## src/hdl/scaq_pkg.sv

```systemverilog
// Shared types, constants and translation tables for the scancode to ASCII queue unit.
package scaq_pkg;

    localparam int QUEUE_DEPTH_DEF = 256;
    localparam int CHAR_W          = 7;
    localparam int CODE_W          = 8;
    localparam int FILL_W          = 8;
    localparam int LED_W           = 3;
    localparam int TAB_SPACES      = 4;
    localparam int TAB_CNT_W       = $clog2(TAB_SPACES);
    localparam int CQ_DEPTH        = 4;
    localparam int CQ_AW           = $clog2(CQ_DEPTH);

    localparam logic [CODE_W-1:0] SC_RELEASE = 8'h80;
    localparam logic [CODE_W-1:0] SC_LSHIFT  = 8'h2A;
    localparam logic [CODE_W-1:0] SC_RSHIFT  = 8'h36;
    localparam logic [CODE_W-1:0] SC_LSHIFT_BRK = SC_LSHIFT | SC_RELEASE;
    localparam logic [CODE_W-1:0] SC_RSHIFT_BRK = SC_RSHIFT | SC_RELEASE;
    localparam logic [CODE_W-1:0] SC_CAPS    = 8'h3A;
    localparam logic [CODE_W-1:0] SC_TAB     = 8'h0F;

    localparam logic [CHAR_W-1:0] CHAR_SPACE = 7'h20;
    localparam logic [CHAR_W-1:0] CHAR_NONE  = 7'h00;
    localparam logic [LED_W-1:0]  LED_CAPS   = 3'b100;
    localparam logic [LED_W-1:0]  LED_OFF    = 3'b000;

    localparam logic KIND_SCAN = 1'b0;
    localparam logic KIND_READ = 1'b1;

    typedef enum logic [1:0] {
        OP_NONE,
        OP_PUSH,
        OP_TAB,
        OP_READ
    } t_op;

    typedef struct packed {
        t_op               op;
        logic [CHAR_W-1:0] chr;
        logic              led_upd;
        logic [LED_W-1:0]  led_mask;
    } t_cmd;

    typedef enum logic [1:0] {
        BK_IDLE,
        BK_TAB,
        BK_FIN,
        BK_READ
    } t_back_state;

    // Unshifted set-1 table; codes without a character give zero.
    function automatic logic [CHAR_W-1:0] plain_char(input logic [CHAR_W-1:0] code);
        logic [CHAR_W-1:0] c;
        unique case (code)
            7'h01: c = 7'h1B;
            7'h02: c = 7'h31;  7'h03: c = 7'h32;  7'h04: c = 7'h33;  7'h05: c = 7'h34;
            7'h06: c = 7'h35;  7'h07: c = 7'h36;  7'h08: c = 7'h37;  7'h09: c = 7'h38;
            7'h0A: c = 7'h39;  7'h0B: c = 7'h30;  7'h0C: c = 7'h2D;  7'h0D: c = 7'h3D;
            7'h0E: c = 7'h08;  7'h0F: c = 7'h09;
            7'h10: c = 7'h71;  7'h11: c = 7'h77;  7'h12: c = 7'h65;  7'h13: c = 7'h72;
            7'h14: c = 7'h74;  7'h15: c = 7'h79;  7'h16: c = 7'h75;  7'h17: c = 7'h69;
            7'h18: c = 7'h6F;  7'h19: c = 7'h70;  7'h1A: c = 7'h5B;  7'h1B: c = 7'h5D;
            7'h1C: c = 7'h0A;
            7'h1E: c = 7'h61;  7'h1F: c = 7'h73;  7'h20: c = 7'h64;  7'h21: c = 7'h66;
            7'h22: c = 7'h67;  7'h23: c = 7'h68;  7'h24: c = 7'h6A;  7'h25: c = 7'h6B;
            7'h26: c = 7'h6C;  7'h27: c = 7'h3B;  7'h28: c = 7'h27;  7'h29: c = 7'h60;
            7'h2B: c = 7'h5C;  7'h2C: c = 7'h7A;  7'h2D: c = 7'h78;  7'h2E: c = 7'h63;
            7'h2F: c = 7'h76;  7'h30: c = 7'h62;  7'h31: c = 7'h6E;  7'h32: c = 7'h6D;
            7'h33: c = 7'h2C;  7'h34: c = 7'h2E;  7'h35: c = 7'h2F;  7'h37: c = 7'h2A;
            7'h39: c = 7'h20;
            7'h47: c = 7'h37;  7'h48: c = 7'h38;  7'h49: c = 7'h39;  7'h4A: c = 7'h2D;
            7'h4B: c = 7'h34;  7'h4C: c = 7'h35;  7'h4D: c = 7'h36;  7'h4E: c = 7'h2B;
            7'h4F: c = 7'h31;  7'h50: c = 7'h32;  7'h51: c = 7'h33;  7'h52: c = 7'h30;
            7'h53: c = 7'h2E;
            default: c = CHAR_NONE;
        endcase
        return c;
    endfunction

    // Shifted table: letters move to upper case, the symbol keys have their own entries.
    function automatic logic [CHAR_W-1:0] shifted_char(input logic [CHAR_W-1:0] code);
        logic [CHAR_W-1:0] p;
        logic [CHAR_W-1:0] c;
        p = plain_char(code);
        unique case (code)
            7'h02: c = 7'h21;  7'h03: c = 7'h40;  7'h04: c = 7'h23;  7'h05: c = 7'h24;
            7'h06: c = 7'h25;  7'h07: c = 7'h5E;  7'h08: c = 7'h26;  7'h09: c = 7'h2A;
            7'h0A: c = 7'h28;  7'h0B: c = 7'h29;  7'h0C: c = 7'h5F;  7'h0D: c = 7'h2B;
            7'h1A: c = 7'h7B;  7'h1B: c = 7'h7D;  7'h27: c = 7'h3A;  7'h28: c = 7'h22;
            7'h29: c = 7'h7E;  7'h2B: c = 7'h7C;  7'h33: c = 7'h3C;  7'h34: c = 7'h3E;
            7'h35: c = 7'h3F;
            default: begin
                if (p >= 7'h61 && p <= 7'h7A) begin
                    c = p - 7'h20;
                end else begin
                    c = p;
                end
            end
        endcase
        return c;
    endfunction

endpackage

```

## src/hdl/scaq_front.sv

```systemverilog
// Front end: accepts items, tracks shift and caps, and turns each item into a command.
module scaq_front
    import scaq_pkg::*;
(
    input  logic              i_clk,
    input  logic              i_rst_n,
    input  logic              i_valid,
    input  logic              i_kind,
    input  logic [CODE_W-1:0] i_code,
    input  logic              i_q_full,
    output logic              o_ready,
    output logic              o_push,
    output t_cmd              o_cmd
);

    logic r_shift;
    logic r_caps;
    logic n_shift;
    logic n_caps;
    logic accept;
    logic [CHAR_W-1:0] chr;

    assign o_ready = !i_q_full;
    assign accept  = i_valid && !i_q_full;
    assign o_push  = accept;

    always_comb begin
        n_shift = r_shift;
        n_caps  = r_caps;
        chr     = (r_shift || r_caps) ? shifted_char(i_code[CHAR_W-1:0])
                                      : plain_char(i_code[CHAR_W-1:0]);
        o_cmd.op      = OP_NONE;
        o_cmd.chr     = chr;
        o_cmd.led_upd = 1'b0;
        if (i_kind == KIND_READ) begin
            o_cmd.op = OP_READ;
        end else if (i_code == SC_LSHIFT || i_code == SC_RSHIFT) begin
            n_shift = 1'b1;
        end else if (i_code == SC_LSHIFT_BRK || i_code == SC_RSHIFT_BRK) begin
            n_shift = 1'b0;
        end else if (i_code == SC_CAPS) begin
            n_caps        = !r_caps;
            o_cmd.led_upd = 1'b1;
        end else if (i_code == SC_TAB) begin
            o_cmd.op = OP_TAB;
        end else if (!i_code[CODE_W-1] && chr != CHAR_NONE) begin
            o_cmd.op = OP_PUSH;
        end
        o_cmd.led_mask = n_caps ? LED_CAPS : LED_OFF;
    end

    always_ff @(posedge i_clk) begin
        if (!i_rst_n) begin
            r_shift <= 1'b0;
            r_caps  <= 1'b0;
        end else if (accept) begin
            r_shift <= n_shift;
            r_caps  <= n_caps;
        end
    end

endmodule

```

## src/hdl/scaq_cmd_queue.sv

```systemverilog
// Short command queue that decouples the front end from the back end.
module scaq_cmd_queue
    import scaq_pkg::*;
(
    input  logic i_clk,
    input  logic i_rst_n,
    input  logic i_push,
    input  t_cmd i_cmd,
    input  logic i_pop,
    output logic o_full,
    output logic o_valid,
    output t_cmd o_head
);

    t_cmd             r_slot [CQ_DEPTH];
    logic [CQ_AW-1:0] r_wr;
    logic [CQ_AW-1:0] r_rd;
    logic [CQ_AW:0]   r_cnt;
    logic             do_push;
    logic             do_pop;

    assign o_full  = (r_cnt == (CQ_AW+1)'(CQ_DEPTH));
    assign o_valid = (r_cnt != '0);
    assign o_head  = r_slot[r_rd];
    assign do_push = i_push && !o_full;
    assign do_pop  = i_pop && o_valid;

    always_ff @(posedge i_clk) begin
        if (do_push) begin
            r_slot[r_wr] <= i_cmd;
        end
    end

    always_ff @(posedge i_clk) begin
        if (!i_rst_n) begin
            r_wr  <= '0;
            r_rd  <= '0;
            r_cnt <= '0;
        end else begin
            if (do_push) begin
                r_wr <= r_wr + 1'b1;
            end
            if (do_pop) begin
                r_rd <= r_rd + 1'b1;
            end
            if (do_push && !do_pop) begin
                r_cnt <= r_cnt + 1'b1;
            end else if (do_pop && !do_push) begin
                r_cnt <= r_cnt - 1'b1;
            end
        end
    end

endmodule

```

## src/hdl/scaq_back.sv

```systemverilog
// Back end: character memory, queue indexes and the registered result.
module scaq_back
    import scaq_pkg::*;
#(
    parameter int QUEUE_DEPTH = QUEUE_DEPTH_DEF
) (
    input  logic              i_clk,
    input  logic              i_rst_n,
    input  logic              i_cmd_valid,
    input  t_cmd              i_cmd,
    output logic              o_cmd_pop,
    output logic              o_valid,
    input  logic              i_ready,
    output logic [CHAR_W-1:0] o_read_char,
    output logic              o_led_upd,
    output logic [LED_W-1:0]  o_led_mask,
    output logic [FILL_W-1:0] o_fill
);

    localparam int AW = $clog2(QUEUE_DEPTH);
    localparam logic [AW-1:0] LAST_IDX = AW'(QUEUE_DEPTH - 1);

    logic [CHAR_W-1:0] r_mem [QUEUE_DEPTH];
    logic [CHAR_W-1:0] r_rd_data;

    t_back_state          r_state;
    t_back_state          n_state;
    logic [AW-1:0]        r_wr_idx;
    logic [AW-1:0]        n_wr_idx;
    logic [AW-1:0]        r_rd_idx;
    logic [AW-1:0]        n_rd_idx;
    logic [AW-1:0]        r_count;
    logic [AW-1:0]        n_count;
    logic [TAB_CNT_W-1:0] r_tab_left;
    logic [TAB_CNT_W-1:0] n_tab_left;
    logic [LED_W-1:0]     r_hold_mask;
    logic [LED_W-1:0]     n_hold_mask;
    logic                 r_hit;
    logic                 n_hit;

    logic                 r_out_valid;
    logic [CHAR_W-1:0]    r_out_char;
    logic                 r_out_upd;
    logic [LED_W-1:0]     r_out_mask;
    logic [FILL_W-1:0]    r_out_fill;

    logic                 out_free;
    logic                 load_out;
    logic [CHAR_W-1:0]    out_char;
    logic                 out_upd;
    logic [LED_W-1:0]     out_mask;
    logic                 wr_en;
    logic [CHAR_W-1:0]    wr_data;
    logic                 rd_en;
    logic                 push_ok;

    assign out_free = !r_out_valid || i_ready;
    assign push_ok  = (r_count != LAST_IDX);

    always_comb begin
        n_state     = r_state;
        n_wr_idx    = r_wr_idx;
        n_rd_idx    = r_rd_idx;
        n_count     = r_count;
        n_tab_left  = r_tab_left;
        n_hold_mask = r_hold_mask;
        n_hit       = r_hit;
        o_cmd_pop   = 1'b0;
        load_out    = 1'b0;
        out_char    = CHAR_NONE;
        out_upd     = 1'b0;
        out_mask    = r_hold_mask;
        wr_en       = 1'b0;
        wr_data     = CHAR_SPACE;
        rd_en       = 1'b0;
        unique case (r_state)
            BK_IDLE: begin
                if (i_cmd_valid) begin
                    n_hold_mask = i_cmd.led_mask;
                    case (i_cmd.op)
                        OP_READ: begin
                            o_cmd_pop = 1'b1;
                            n_hit     = (r_count != '0);
                            if (r_count != '0) begin
                                rd_en    = 1'b1;
                                n_rd_idx = (r_rd_idx == LAST_IDX) ? '0 : r_rd_idx + 1'b1;
                                n_count  = r_count - 1'b1;
                            end
                            n_state = BK_READ;
                        end
                        OP_TAB: begin
                            o_cmd_pop  = 1'b1;
                            wr_en      = push_ok;
                            n_tab_left = TAB_CNT_W'(TAB_SPACES - 1);
                            n_state    = BK_TAB;
                        end
                        default: begin
                            if (out_free) begin
                                o_cmd_pop = 1'b1;
                                load_out  = 1'b1;
                                out_upd   = i_cmd.led_upd;
                                out_mask  = i_cmd.led_mask;
                                wr_en     = (i_cmd.op == OP_PUSH) && push_ok;
                                wr_data   = i_cmd.chr;
                            end
                        end
                    endcase
                end
            end
            BK_TAB: begin
                wr_en      = push_ok;
                n_tab_left = r_tab_left - 1'b1;
                if (r_tab_left == TAB_CNT_W'(1)) begin
                    n_state = BK_FIN;
                end
            end
            BK_FIN: begin
                if (out_free) begin
                    load_out = 1'b1;
                    n_state  = BK_IDLE;
                end
            end
            BK_READ: begin
                if (out_free) begin
                    load_out = 1'b1;
                    out_char = r_hit ? r_rd_data : CHAR_NONE;
                    n_state  = BK_IDLE;
                end
            end
            default: n_state = BK_IDLE;
        endcase
        if (wr_en) begin
            n_wr_idx = (r_wr_idx == LAST_IDX) ? '0 : r_wr_idx + 1'b1;
            n_count  = r_count + 1'b1;
        end
    end

    always_ff @(posedge i_clk) begin
        if (wr_en) begin
            r_mem[r_wr_idx] <= wr_data;
        end
        if (rd_en) begin
            r_rd_data <= r_mem[r_rd_idx];
        end
    end

    always_ff @(posedge i_clk) begin
        if (!i_rst_n) begin
            r_state     <= BK_IDLE;
            r_wr_idx    <= '0;
            r_rd_idx    <= '0;
            r_count     <= '0;
            r_tab_left  <= '0;
            r_out_valid <= 1'b0;
        end else begin
            r_state    <= n_state;
            r_wr_idx   <= n_wr_idx;
            r_rd_idx   <= n_rd_idx;
            r_count    <= n_count;
            r_tab_left <= n_tab_left;
            if (load_out) begin
                r_out_valid <= 1'b1;
            end else if (i_ready) begin
                r_out_valid <= 1'b0;
            end
        end
    end

    always_ff @(posedge i_clk) begin
        r_hold_mask <= n_hold_mask;
        r_hit       <= n_hit;
        if (load_out) begin
            r_out_char <= out_char;
            r_out_upd  <= out_upd;
            r_out_mask <= out_mask;
            r_out_fill <= FILL_W'(n_count);
        end
    end

    assign o_valid     = r_out_valid;
    assign o_read_char = r_out_char;
    assign o_led_upd   = r_out_upd;
    assign o_led_mask  = r_out_mask;
    assign o_fill      = r_out_fill;

    a_no_push_when_full: assert property (@(posedge i_clk) disable iff (!i_rst_n)
        wr_en |-> r_count != LAST_IDX)
        else $error("character pushed into a full queue");

    a_no_read_when_empty: assert property (@(posedge i_clk) disable iff (!i_rst_n)
        rd_en |-> r_count != '0)
        else $error("character popped from an empty queue");

    a_push_counts: assert property (@(posedge i_clk) disable iff (!i_rst_n)
        (wr_en && !rd_en) |=> r_count == $past(r_count) + 1'b1)
        else $error("held count did not follow a push");

    a_read_after_idle: assert property (@(posedge i_clk) disable iff (!i_rst_n)
        (r_state == BK_IDLE && n_state == BK_READ) |-> o_cmd_pop)
        else $error("read started without taking a command");

    a_result_from_work: assert property (@(posedge i_clk) disable iff (!i_rst_n)
        load_out |-> (r_state != BK_TAB))
        else $error("result produced while tab spaces are still being written");

endmodule

```

## src/hdl/scancode_to_ascii_queue_unit.sv

```systemverilog
// Top level of the set-1 scancode to ASCII translator with its character queue.
// An accepted item is registered in the command queue, taken from it by the back end
// and held in the output register; a read also passes BK_READ, a tab BK_TAB and BK_FIN.
// Throughput: one plain scancode item per cycle while the result port is not stalled;
// a read holds the back end in BK_READ and a tab in BK_TAB and BK_FIN before the next command.
// Reset (synchronous, active low) empties the queue and clears shift and caps at once.
module scancode_to_ascii_queue_unit
    import scaq_pkg::*;
#(
    parameter int QUEUE_DEPTH = QUEUE_DEPTH_DEF
) (
    input  logic        i_clk,
    input  logic        i_rst_n,
    input  logic        i_s_axis_tvalid,
    output logic        o_s_axis_tready,
    input  logic [7:0]  i_s_axis_tdata,  // [7:0] scancode
    input  logic        i_s_axis_tuser,  // [0] kind: 0 scancode, 1 read request
    output logic        o_m_axis_tvalid,
    input  logic        i_m_axis_tready,
    output logic [23:0] o_m_axis_tdata,  // [6:0] read_char, [9:7] led_mask,
                                         // [17:10] fill_level, [23:18] zero
    output logic        o_m_axis_tuser   // [0] led_update
);

    // The front end decodes each accepted item against its own shift and caps
    // state, so the LED mask seen in every result is settled in item order there.
    logic q_full;
    logic f_push;
    t_cmd f_cmd;
    logic q_valid;
    t_cmd q_head;
    logic b_pop;

    logic [CHAR_W-1:0] read_char;
    logic              led_upd;
    logic [LED_W-1:0]  led_mask;
    logic [FILL_W-1:0] fill;

    scaq_front u_front (
        .i_clk    (i_clk),
        .i_rst_n  (i_rst_n),
        .i_valid  (i_s_axis_tvalid),
        .i_kind   (i_s_axis_tuser),
        .i_code   (i_s_axis_tdata),
        .i_q_full (q_full),
        .o_ready  (o_s_axis_tready),
        .o_push   (f_push),
        .o_cmd    (f_cmd)
    );

    // A few commands of slack let the front end keep taking items while the back
    // end is busy writing tab spaces or waiting on a stalled result port.
    scaq_cmd_queue u_cmd_queue (
        .i_clk   (i_clk),
        .i_rst_n (i_rst_n),
        .i_push  (f_push),
        .i_cmd   (f_cmd),
        .i_pop   (b_pop),
        .o_full  (q_full),
        .o_valid (q_valid),
        .o_head  (q_head)
    );

    // The back end owns the character memory and the fill count, and holds
    // each result in an output register until it is taken.
    scaq_back #(
        .QUEUE_DEPTH (QUEUE_DEPTH)
    ) u_back (
        .i_clk       (i_clk),
        .i_rst_n     (i_rst_n),
        .i_cmd_valid (q_valid),
        .i_cmd       (q_head),
        .o_cmd_pop   (b_pop),
        .o_valid     (o_m_axis_tvalid),
        .i_ready     (i_m_axis_tready),
        .o_read_char (read_char),
        .o_led_upd   (led_upd),
        .o_led_mask  (led_mask),
        .o_fill      (fill)
    );

    assign o_m_axis_tdata = {6'b0, fill, led_mask, read_char};
    assign o_m_axis_tuser = led_upd;

endmodule
```

## config.mk

```make
export PLATFORM = sky130hd
export DESIGN_NAME = scancode_to_ascii_queue_unit
export DESIGN_NICKNAME = d
export VERILOG_FILES = /design/src/hdl/scaq_pkg.sv /design/src/hdl/scaq_front.sv /design/src/hdl/scaq_cmd_queue.sv /design/src/hdl/scaq_back.sv /design/src/hdl/scancode_to_ascii_queue_unit.sv
export SDC_FILE = /design/constraint.sdc
export NUM_CORES = 2
export LEC_CHECK = 0
export ABC_AREA = 0
export BUFFER_PORTS_ARGS = -buffer_cell sky130_fd_sc_hd__buf_2
export CAP_MARGIN = 20
export CORE_ASPECT_RATIO = 0.75
export CORE_UTILIZATION = 55
export CTS_BUF_LIST = sky130_fd_sc_hd__clkbuf_8
export DETAILED_ROUTE_END_ITERATION = 12
export PLACE_DENSITY = 0.81
export SYNTH_ARGS = -nofsm -noshare
export SYNTH_HDL_FRONTEND = slang
export SYNTH_SLANG_ARGS = --single-unit
```

## constraint.sdc

```tcl
create_clock -name i_clk -period 17.67 [get_ports i_clk]
set_clock_uncertainty 0.2 [all_clocks]
set_input_delay 3.534 -clock i_clk [delete_from_list [all_inputs] [get_ports i_clk]]
set_output_delay 3.534 -clock i_clk [all_outputs]
set_load 0.02 [all_outputs]
```

==> impl_metrics.csv <==
group,metric,value,unit
worst_setup_path,arrival,7.70,ns
global_route,grt_use_total,25.32,%
global_route,grt_overflow_total,0,
logic_synthesis,ys_seq_elements,1902,
clock_network,clk_latency,1.03,ns
worst_setup_path,r2r_cells,9,
pwr,power.total,10.72,mW
logic_synthesis,synth-main-ff-cell,"edfxtp_1",
placed_design,port_buffers,31,
worst_setup_path,reg2reg_slack,11.65,ns
sta,min_period,7.098,ns
pwr,power_frac_clock,30.8,%
clock_network,cts.sinks,1902,
drt,post-route-drc-count,0,
min_path,whs_path_depth,1,
drt,ant_nets,0,
sta,fin_crit_sh,40.17,%
clock_network,path_clk_slew,0.06,ns
drt,wirelength,173.0,mm
floorplan,fp.coreArea,0.1359,mm²
drt,drt_first_pass_iters,6,
global_route,antenna_found_initial,10,
min_path,hp-start,"u_back.r_tab_left[0]",
floorplan,rows,117,
worst_setup_path,required,18.28,ns
pwr,p_switching,2.884,mW
clock_network,cts_tree,"built",
drt,avgViaCountPerCell,6.641,
sta,max-slew-margin-rel,-5.981,%
logic_synthesis,yosysUniqueCellTypes,79,
layout,multi_input_area,0.01766,mm²
pwr,p_leak,25.05,nW
placed_design,place_hpwl,103.4,mm
pwr,peakVddDrop,0.0001024,V
global_route,grt_pass1_wl,252.0,mm
pwr,power_frac_seq,51.7,%
sta,setup_slack,10.57,ns
layout,nNetsFinal,3668,
sta,slew_viol_final,69,
sta,fmax,0.1409,GHz
worst_setup_path,startpoint_type,"input port",
worst_setup_path,worstReg2RegStart,"u_back.r_rd_idx[0]",
floorplan,initial_core_util,55.46,%
layout,layout-drive-gt1-share,27.74,%
clock_network,cts_made_buffers,283,
outcome,outcome,"complete, but fails checks",
clock_network,cts_max_path_buffers,4,
pwr,powerDensity,130.0,mW/mm²
run,maxCapViolCount,0,
global_route,grt_max_degree,218,
logic_synthesis,ys_seq_area_share,75.27,%
layout,seq_area,0.05673,mm²
clock_network,postCtsSetupBuffers,0,
layout,final_common_cell,"edfxtp_1",
floorplan,die_w,429.4,µm
clock_network,cts_root_buf,"clkbuf_8",
floorplan,die_h,322.5,µm
clock_network,htreeDepth,5,
drt,vias,37220,
floorplan,ios,40,
clock_network,ctsResizeCount,0,
sta,finalSetupViolations,0,
logic_synthesis,synth-edff-count,1862,
logic_synthesis,yosysWarnings,0,
worst_setup_path,worstSetupPathType,"in2reg",
min_path,hold_class,"reg2reg",
global_route,grt_pass1_vias,36960,
floorplan,die-area,0.1385,mm²
layout,area_growth,9.392,%
worst_setup_path,path_max_fanout,51,
drt,wl_per_cell,30.87,µm
drt,drtIter0Drc,5625,
sta,rsz0062_at_grt,"false",
worst_setup_path,cp-end-kind,"register",
min_path,hold_end,"u_back.r_tab_left[0]",
pwr,p_int,7.835,mW
placed_design,gp_congestion,0.8685,
layout,final_util,60.67,%
sta,worst_slew_pin_slew,1.590,ns
logic_synthesis,syn_area,0.07535,mm²
outcome,violations,"max-slew violations",
logic_synthesis,synthCells,3460,
pwr,swShare,26.91,%
clock_network,cts_hold_buf,0,
placed_design,dp_slack,9.711,ns
worst_setup_path,r2r_end,"u_back.r_rd_data[5]",
sta,setup-tns-final,0,ns
layout,fill_cells,8879,
sta,hold_viol,0,
logic_synthesis,syn_avg_cell_area,21.78,µm²
logic_synthesis,async_flop_share,0,%
layout,layout_common_cells,"1862 x edfxtp_1, 605 x mux4_2, 307 x nor2_1",
pwr,combPwrFrac,17.5,%
==> final cells by class <==
type	count	share of cell area [%]
Tap cell	1785	2.710
Sequential cell	1902	68.83
Clock inverter	172	1.122
Clock buffer	296	4.943
Inverter	31	0.1412
Multi-Input combinational cell	1323	21.42
Timing Repair Buffer	87	0.8076
Antenna cell	9	0.02732
==> per-layer routing <==
layer | track usage, % | share of wire (%) | vias to the layer above
li1 | - | - | 14800
met5 | 0 | 0.064 | -
met3 | 7.163 | 13 | 301
met4 | 7.984 | 2.5 | 6
met1 | 37.38 | 38 | 19460
met2 | 37.08 | 46 | 2658
==> worst max-delay path by stage <==
stage	from	endpoint	slack [ns]
6_report	i_s_axis_tdata[2]	u_cmd_queue.r_slot[0][11]	10.57
3_3_place_gp	i_s_axis_tdata[2]	u_cmd_queue.r_slot[0][11]	9.83
2_1_floorplan	i_m_axis_tready	u_back.r_mem[0][0]	5.77
4_1_cts	i_s_axis_tdata[2]	u_cmd_queue.r_slot[0][11]	10.71
3_5_place_dp	i_s_axis_tdata[2]	u_cmd_queue.r_slot[1][11]	9.71
5_1_grt	i_s_axis_tdata[2]	u_cmd_queue.r_slot[0][11]	10.23
==> sequential cells by signal (all words and copies together), names as in the netlist, 2 cells and up, named ones only <==
| register | flops |
|---|---|
| u_back.r_rd_idx | 8 |
| u_back.o_read_char | 7 |
| u_back.r_rd_data | 7 |
| u_back.r_tab_left | 2 |
| u_back.r_state | 2 |
| u_back.r_wr_idx | 8 |
| u_cmd_queue.r_cnt | 3 |
| u_back.r_count | 8 |
| u_cmd_queue.r_wr | 2 |
| u_cmd_queue.r_slot | 44 |
| u_back.o_fill | 8 |
| u_back.r_mem | 1792 |
| u_cmd_queue.r_rd | 2 |
==> cells in the mapped netlist, types with 4 or more instances <==
library cell     n  area share (%)
edfxtp_1      1862              74
mux4_2         605              18
nor2_1         307             1.5
clkbuf_1       113            0.56
nand2_1         64            0.32
buf_2           57            0.38
dfxtp_1         40             1.1
inv_1           30            0.15
a21oi_1         26            0.17
ha_1            26            0.43
nand3_1         26            0.17
buf_1           24            0.12
o21ai_0         22            0.15
nor2b_1         21            0.17
and2_1          17            0.14
and3_1          14            0.12
buf_4           14            0.14
xor2_1          14            0.16
nand2b_1        13            0.11
a31oi_1          9           0.075
mux2i_1          9            0.12
nand4_1          9           0.075
nor3_1           9           0.060
a211oi_1         8           0.080
or3_1            8           0.066
xnor2_1          7           0.081
nor3b_1          5           0.050
mux2_2           4           0.060
o211ai_1         4           0.040
o21a_1           4           0.040
o22ai_1          4           0.033
o311ai_0         4           0.046
o32ai_1          4           0.046
or2_2            4           0.033
==> kinds of logic (layout without fill, tap and decap cells) <==
kind of cell,count (synthesis),after routing,share of synthesized area [%]
xor+xnor,21,21,0.2441
simple gates,516,516,3.095
compound gates,133,133,1.262
fa+ha+maj,27,27,0.4583
buf+inv,242,586,1.400
flops,1902,1902,75.27
other cells,1,17,0.004977
mux,618,618,18.26
==> stage by stage <==
| stage | instance area [µm²] | hold WS (ns) | instances |
|---|---|---|---|
| floorplan | 75370 | 0.2586 | 3467 |
| CTS | 82360 | 0.2887 | 5594 |
| global route | 82410 | 0.3193 | 5601 |
| detailed placement | 77360 | 0.2773 | 5126 |
| global placement | 77360 | 0.2744 | 5126 |
| finish | 82420 | 0.2980 | 5605 |
==> power groups by stage <==
stage	sequential [mW]	clock, mW	combinational (mW)
finish	5.55	3.30	1.87
global route	5.55	3.51	1.98
CTS	5.54	3.32	1.87
detailed placement	5.64	0	1.86
global placement	5.64	0	1.80
floorplan	5.76	0	1.20
==> critical path: stages <==
cell       delay [ns]
buf_2            0.63
inv_1            0.36
ha_1             0.39
a21boi_0         0.21
a211oi_1         0.08
o32ai_1          0.43
ha_1             0.29
inv_1            0.07
a2111oi_0        0.58
a221oi_1         0.21
nor3b_1          0.22
o221ai_1         0.38
o32a_1           0.29
Power figures use the tool's default switching activity.
